===== src/hdl/bss_pkg.sv =====
`timescale 1ns / 1ps

package bss_pkg;

  typedef logic signed [31:0] coord_t;

  typedef struct packed {
    logic [1:0] func;
    coord_t     a_x;
    coord_t     a_y;
    coord_t     a_z;
    coord_t     b_x;
    coord_t     b_y;
    coord_t     b_z;
    coord_t     c_x;
    coord_t     c_y;
    coord_t     c_z;
  } in_item_t;

  typedef struct packed {
    logic        found;
    logic [1:0]  split_axis;
    coord_t      split_position;
    logic [62:0] best_cost;
    logic        side;
    coord_t      box_min_x;
    coord_t      box_min_y;
    coord_t      box_min_z;
    coord_t      box_max_x;
    coord_t      box_max_y;
    coord_t      box_max_z;
    logic        last;
  } out_item_t;

  // Index 0 is x, 1 is y, 2 is z.
  typedef struct packed {
    logic [2:0][31:0] lo;
    logic [2:0][31:0] hi;
  } box_t;

  localparam logic [1:0] FUNC_BEGIN  = 2'd0;
  localparam logic [1:0] FUNC_TRI    = 2'd1;
  localparam logic [1:0] FUNC_FINISH = 2'd2;
  localparam logic [1:0] FUNC_UNUSED = 2'd3;

  localparam logic [1:0] AXIS_X = 2'd0;
  localparam logic [1:0] AXIS_Y = 2'd1;
  localparam logic [1:0] AXIS_Z = 2'd2;

  localparam logic [5:0]  BINS_RESET = 6'd16;
  localparam logic [62:0] COST_TOP   = {63{1'b1}};
  localparam int          AREA_W     = 51;
  localparam int          DEN_W      = 42;
  localparam int          SCALE_FRAC = 26;

  localparam box_t EMPTY_BOX = '{lo: {3{32'h7FFF_FFFF}}, hi: {3{32'h8000_0000}}};

  typedef struct packed {
    logic ld_begin;
    logic div_begin;
    logic clr_wr;
    logic ld_tri;
    logic tri_mul;
    logic tri_rd;
    logic tri_wr;
    logic fin_init;
    logic pfx_rd;
    logic pfx_wr;
    logic scan_rd;
    logic scan_grow;
    logic area_step;
    logic cmul_step;
    logic eval;
    logic pos_start;
    logic out_side;
  } dp_cmd_t;

  typedef struct packed {
    logic idx_top;
    logic idx_zero;
    logic clr_last;
    logic area_last;
    logic cmul_last;
    logic div_busy;
    logic div_done;
    logic found;
  } dp_status_t;

  function automatic box_t box_grow(box_t b, box_t x);
    box_t r;
    r = b;
    for (int k = 0; k < 3; k++) begin
      if ($signed(x.lo[k]) < $signed(r.lo[k])) r.lo[k] = x.lo[k];
      if ($signed(x.hi[k]) > $signed(r.hi[k])) r.hi[k] = x.hi[k];
    end
    return r;
  endfunction

endpackage


===== src/hdl/bss_controller.sv =====
`timescale 1ns / 1ps

module bss_controller
  import bss_pkg::*;
(
  input  logic       clk_i,
  input  logic       rst_ni,
  input  logic       in_valid_i,
  input  logic [1:0] in_func_i,
  output logic       in_ready_o,
  output logic       out_valid_o,
  input  logic       out_ready_i,
  output dp_cmd_t    cmd_o,
  input  dp_status_t st_i
);

  typedef enum logic [18:0] {
    S_CLEAR     = 19'h00001,
    S_DIV_WAIT  = 19'h00002,
    S_IDLE      = 19'h00004,
    S_BEGIN     = 19'h00008,
    S_TRI_MUL   = 19'h00010,
    S_TRI_RD    = 19'h00020,
    S_TRI_WR    = 19'h00040,
    S_PFX_RD    = 19'h00080,
    S_PFX_WR    = 19'h00100,
    S_SCAN_RD   = 19'h00200,
    S_SCAN_GROW = 19'h00400,
    S_AREA      = 19'h00800,
    S_CMUL      = 19'h01000,
    S_EVAL      = 19'h02000,
    S_SCAN_END  = 19'h04000,
    S_POS_GO    = 19'h08000,
    S_POS_WAIT  = 19'h10000,
    S_OUT_L     = 19'h20000,
    S_OUT_R     = 19'h40000
  } state_e;

  state_e state_q, state_d;

  always_ff @(posedge clk_i or negedge rst_ni) begin
    if (!rst_ni) begin
      state_q <= S_CLEAR;
    end else begin
      state_q <= state_d;
    end
  end

  always_comb begin
    state_d     = state_q;
    cmd_o       = '0;
    in_ready_o  = 1'b0;
    out_valid_o = 1'b0;
    case (state_q)
      S_CLEAR: begin
        cmd_o.clr_wr = 1'b1;
        if (st_i.clr_last) state_d = S_DIV_WAIT;
      end
      S_DIV_WAIT: begin
        if (!st_i.div_busy) state_d = S_IDLE;
      end
      S_IDLE: begin
        in_ready_o = 1'b1;
        if (in_valid_i) begin
          case (in_func_i)
            FUNC_BEGIN: begin
              cmd_o.ld_begin = 1'b1;
              state_d        = S_BEGIN;
            end
            FUNC_TRI: begin
              cmd_o.ld_tri = 1'b1;
              state_d      = S_TRI_MUL;
            end
            FUNC_FINISH: begin
              cmd_o.fin_init = 1'b1;
              state_d        = S_PFX_RD;
            end
            default: state_d = S_IDLE;
          endcase
        end
      end
      S_BEGIN: begin
        cmd_o.div_begin = 1'b1;
        state_d         = S_CLEAR;
      end
      S_TRI_MUL: begin
        cmd_o.tri_mul = 1'b1;
        state_d       = S_TRI_RD;
      end
      S_TRI_RD: begin
        cmd_o.tri_rd = 1'b1;
        state_d      = S_TRI_WR;
      end
      S_TRI_WR: begin
        cmd_o.tri_wr = 1'b1;
        state_d      = S_IDLE;
      end
      S_PFX_RD: begin
        cmd_o.pfx_rd = 1'b1;
        state_d      = S_PFX_WR;
      end
      S_PFX_WR: begin
        cmd_o.pfx_wr = 1'b1;
        state_d      = st_i.idx_top ? S_SCAN_RD : S_PFX_RD;
      end
      S_SCAN_RD: begin
        cmd_o.scan_rd = 1'b1;
        state_d       = S_SCAN_GROW;
      end
      S_SCAN_GROW: begin
        cmd_o.scan_grow = 1'b1;
        state_d         = S_AREA;
      end
      S_AREA: begin
        cmd_o.area_step = 1'b1;
        if (st_i.area_last) state_d = S_CMUL;
      end
      S_CMUL: begin
        cmd_o.cmul_step = 1'b1;
        if (st_i.cmul_last) state_d = S_EVAL;
      end
      S_EVAL: begin
        cmd_o.eval = 1'b1;
        state_d    = st_i.idx_zero ? S_SCAN_END : S_SCAN_RD;
      end
      S_SCAN_END: begin
        state_d = st_i.found ? S_POS_GO : S_OUT_L;
      end
      S_POS_GO: begin
        cmd_o.pos_start = 1'b1;
        state_d         = S_POS_WAIT;
      end
      S_POS_WAIT: begin
        if (st_i.div_done) state_d = S_OUT_L;
      end
      S_OUT_L: begin
        out_valid_o = 1'b1;
        if (out_ready_i) state_d = S_OUT_R;
      end
      S_OUT_R: begin
        out_valid_o    = 1'b1;
        cmd_o.out_side = 1'b1;
        if (out_ready_i) state_d = S_IDLE;
      end
      default: state_d = S_CLEAR;
    endcase
  end

endmodule


===== config.mk =====
export PLATFORM = sky130hd
export DESIGN_NAME = bss_controller
export DESIGN_NICKNAME = d
export VERILOG_FILES = /design/src/hdl/bss_pkg.sv /design/src/hdl/bss_controller.sv
export SDC_FILE = /design/constraint.sdc
export NUM_CORES = 1
export LEC_CHECK = 0
export ABC_CLOCK_PERIOD_IN_PS = 3500
export BUFFER_PORTS_ARGS = -buffer_cell sky130_fd_sc_hd__clkbuf_2
export CAP_MARGIN = 25
export CORE_ASPECT_RATIO = 0.9
export CORE_MARGIN = 2
export CORE_UTILIZATION = 53
export CTS_BUF_LIST = sky130_fd_sc_hd__clkbuf_4
export DETAILED_ROUTE_END_ITERATION = 16
export PLACE_DENSITY = 0.79
export SLEW_MARGIN = 20
export SYNTH_ARGS = -nofsm -noshare
export SYNTH_HDL_FRONTEND = slang
export SYNTH_SLANG_ARGS = --single-unit

===== constraint.sdc =====
create_clock -name clk_i -period 3.5 [get_ports clk_i]
set_input_delay 0.175 -clock clk_i [delete_from_list [all_inputs] [get_ports clk_i]]
set_output_delay 0.175 -clock clk_i [all_outputs]
set_load 0.1 [all_outputs]

After elaboration in Yosys (flattened, before gate mapping)
Index checks and enable logic that the tools add are counted.
Widths: inputs -> output; s select.
- register bits after elaboration: 19
- input bits: 14
- output and inout port bits: 19
- logic and storage cells: 71
- eq/ne operators: 29
- muxes and demuxes: 38
- reduce and logical (&&, ||, !) cells: 3
- operator list (kind ; number):
    $pmux 19 s18 ; 1
    $mux 19 ; 8
    $mux 1 ; 25
    $pmux 8 s3 ; 1
    $eq 19x1->1 const B ; 1
    $eq 19x10->1 const B ; 1
    $eq 19x11->1 const B ; 1
    $eq 19x12->1 const B ; 1
    $eq 19x13->1 const B ; 1
    $eq 19x14->1 const B ; 1
    $eq 19x15->1 const B ; 1
    $eq 19x16->1 const B ; 1
    $eq 19x17->1 const B ; 1
    $eq 19x18->1 const B ; 1
    $eq 19x19->1 const B ; 1
    $eq 19x2->1 const B ; 1
    $eq 19x3->1 const B ; 1
    $eq 19x4->1 const B ; 1
    $eq 19x5->1 const B ; 1
    $eq 19x6->1 const B ; 1
    $eq 19x7->1 const B ; 1
    $eq 19x8->1 const B ; 1
    $eq 19x9->1 const B ; 1
    $mux 18 ; 1
    8 further kinds ; 15

Depth between registers and ports, before layout
- depth after elaboration: 4
- gate-level depth with buffers: 7
- gate-level depth less buffers: 6

Worst setup path after synthesis
No wires, ideal clock.
- path type: flip-flop to output port
- start: register state_q[10]
- end: output cmd_o[8] (netlist bit)
- arrival time: 4.661 ns
- data required time: 3.325 ns
- setup slack: -1.336 ns
- stages on the path, launching flop included: 6
- path buffers: 1
- cell sequence: dfrtp_1 buf_6 or4_4 nor3_1 nand2_1 nor4b_1
- RTL lines (item ; line ; source):
    from (decl) ; bss_controller.sv:39 ; state_e state_q, state_d;
    from (signal assigned) ; bss_controller.sv:45 ; state_q <= state_d;
    to (decl) ; bss_controller.sv:13 ; output dp_cmd_t cmd_o,

==> flow_summary.toml <==
[route]
drtPass1Iterations = 4
finalWirelength_mm = 3.26
via_per_inst = 6.42
detailroute.wirelength.met2_mm = 1.53
first_iter_violations = 84
wl_per_cell_um = 15.3
wl_met3_um = 226
met1_length_mm = 1.46
post-route-drc-count = 0
detailroute.via_count = 1367
highest-signal-layer = "met4"
ant_nets = 0

[worst_setup_path]
crit_required_ns = 3.32
timing.reg2reg.setup_slack_ns = 0.94
setup.worst_path.end_class = "primary output"
critical_path.slowest_cell = "or4_1"
timing.setup.critical_path_class = "flop to primary output"
path_max_fanout = 11
worstPathCellList = "or4_1 > or4_4 > or4b_4 > inv_1 > clkbuf_2"
timing.critical_path.from_type = "flop"
slowest_stage_delay_on_critical_path_ns = 0.61
critical_path_arrival_ns = 3.00

[floorplanning]
design.die.area_um2 = 3020
io_pins = 33
die_x_um = 57.7
floorplan_core_area_um2 = 2470
floorplan.initialDensity = 0.558
die_h_um = 52.3
floorplan.rows = 17

[global_route]
grt_pass1_wl_mm = 5.55
grt_overflow_total = 0
number_of_global_route_vias_before_repair = 1219
pin_count_of_the_biggest_net_entering_global_routing = 20
global_router_s_overall_resource_usage = 0.239
antenna_found_initial = 0

[sta]
final.setup.worst_slack_ns = 0.326
fmax_mhz = 315
report.final.setup_viol = 0
max_slew_headroom_at_the_worst_pin = 0.537
fraction_of_the_cycle_the_final_worst_path_needs = 0.907
worstMarginPinSlew_ns = 0.694
timing.clock.skew_ns = 0.00500
fin_crit_ns = 3.17
timing.hold.ws_ns = 0.0630
final-max-slew-violation-count = 0
unrepaired_setup_endpoints_after_global_routing = "no"
final-hold-violation-count = 0

[synth]
synth.distinct_cells = 48
post_synth_and_or_nand_nor_area_fraction = 0.389
main_combinational_cell_family_by_area_after_synthesis = "simple AND/OR/NAND/NOR gates"
synth_register_bits = 19
share_of_synthesized_cell_area_in_full_adder_half_adder_and_majority_cells = 0
synth_enable_flop_cells = 0
yosys.area.top_type = "dfrtp_1"
netlist_top_cells_count = "dfrtp_1, nor4b_1, inv_1"
synth.area.top_cells = "dfrtp_1, nor4b_1, nor4_1, nor3_1, inv_1"
syn-instance-count = 156
postSynth.asyncResetShare = 1.00
synth-main-ff-cell = "dfrtp_1"
yosysMostFrequentCell = "dfrtp_1"
synth_largest_type_area_fraction = 0.327
synth_compound_area_frac = 0.146
synth-seq-area-share = 0.346
post_synth_instance_area_um2 = 1380
synth_mux_area_frac = 0.0155
syn-num-nets = 170
post_synth_xor_area_fraction = 0.0318
yosys_warnings = 0
syn-mean-instance-area_um2 = 8.82

[power]
power.density_nw_per_um2 = 489
total_leakage_power_uw = 0.000803
totalPowerFinal_uw = 802
worst_ir_drop_vdd_mv = 0.480

[cts]
clock-root-buffer = "clkbuf_4"
clock_tree_from_tritoncts = "done"
clk_transition_reported_paths_ns = 0.11
worstSkewPairLatency_ns = 0.31
clk_path_buf_depth = 2
cts_htree_levels = 1
numClockSinks = 19
cts_made_buffers = 3
cts-resized-gates = 0
post_cts_buffers = 0

[cells_and_area]
reg.largest.list = "state_q (19)"
design_area_um2 = 1640
fill_cells = 219
final_layout_size_suffix_gt1_frac = 0.319
design.final.nets = 200
area_growth_pct = 19.2
final_core_util = 0.665
largest_register_ffs = 19
insertedDiodeCount = 0
regMostFlops = "state_q"

[placement]
detailed_place_hpwl_mm = 2.52
pre_cts_ws_ns = 0.679
gp_congestion = 0.863
buffers_added_on_ports = 32
post_dp_cell_area_um2 = 1600

[hold_path]
hold_path_class = "input pin to flop"

[status]
run_status = "finished clean"

[flow_run]
max_cap_violations = 0
[worst paths after layout]
check	depth (start not counted)	startpoint	to
worst max-delay path	5	state_q[4]$_DFFE_PN0P_	cmd_o[0]
worst min-delay path	2	st_i[3]	state_q[12]$_DFFE_PN0P_
worst max register to register	5	state_q[4]$_DFFE_PN0P_	state_q[0]$_DFFE_PN1P_
worst min register to register	2	state_q[13]$_DFFE_PN0P_	state_q[14]$_DFFE_PN0P_
max in group asynchronous	2	rst_ni	state_q[0]$_DFFE_PN1P_
min in group asynchronous	2	rst_ni	state_q[6]$_DFFE_PN0P_
[layout make-up]
type,count,area [um^2],share of cell area
Multi-Input combinational cell,115,865,0.527
Sequential cell,19,477,0.291
Timing Repair Buffer,36,193,0.117
Inverter,11,41.3,0.0252
Tap cell,28,35.0,0.0214
Clock buffer,4,30.0,0.0183
[placed cells by master (no fill, tap or decap), types with 2 or more instances in the layout]
cell type	netlist	final
or3_1	2	2
nand3b_1	2	2
nor3_2	0	2
nor3_1	9	6
a21oi_1	5	5
nand4_1	5	5
nor4b_1	13	10
o21ai_0	4	4
nor2_1	10	10
nor3b_1	5	3
dfrtp_1	18	18
nand2_1	6	6
nor4b_2	0	3
xor2_1	3	3
clkbuf_4	0	4
or4_4	2	2
nand2b_1	4	4
xnor2_1	2	2
nor3b_4	0	2
or4_1	4	4
clkbuf_2	0	32
and2_1	3	3
a21o_1	2	2
inv_1	11	11
buf_4	0	3
nor4_1	8	8
nand3_1	3	3
[stage by stage]
step,instances,setup TNS (ns)
after global placement,208,0
final,213,0
after global routing,213,0
after CTS,213,0
after floorplan,156,-4.69
after detailed placement,208,0
[kinds of logic (layout without fill, tap and decap cells)]
kind of cell	after synthesis	after routing
multiplexers	2	2
flip-flops	19	19
AO/OA/AOI/OAI	25	25
XOR/XNOR	5	5
buffers and inverters	22	51
AND/OR/NAND/NOR	83	83
[routing by layer]
| metal | global-route usage | vias up |
|---|---|---|
| li1 | - | 652 |
| met1 | 0.320 | 656 |
| met2 | 0.394 | 51 |
| met3 | 0.0444 | 8 |
| met4 | 0.0698 | 0 |
| met5 | 0 | - |
[worst max-delay path: cells and delay by family, from the launching register on]
family,cells,cell delay (ns)
flops,1,0.49
buf+inv,2,0.53
simple gates,3,1.68
[power breakdown]
part / total, uW / switching [uW] / internal, uW
clock network: 125 / 72.7 / 52.3
registers: 276 / 34.2 / 242
logic: 401 / 267 / 135
total: 802 / 374 / 429
[repair_timing]
item / CTS / global route
setup endpoints to repair: 0 / 0
hold endpoints to repair: 18 / 0
hold buffers: 1 / 0
Note: power is estimated with default switching activity, not from simulation.
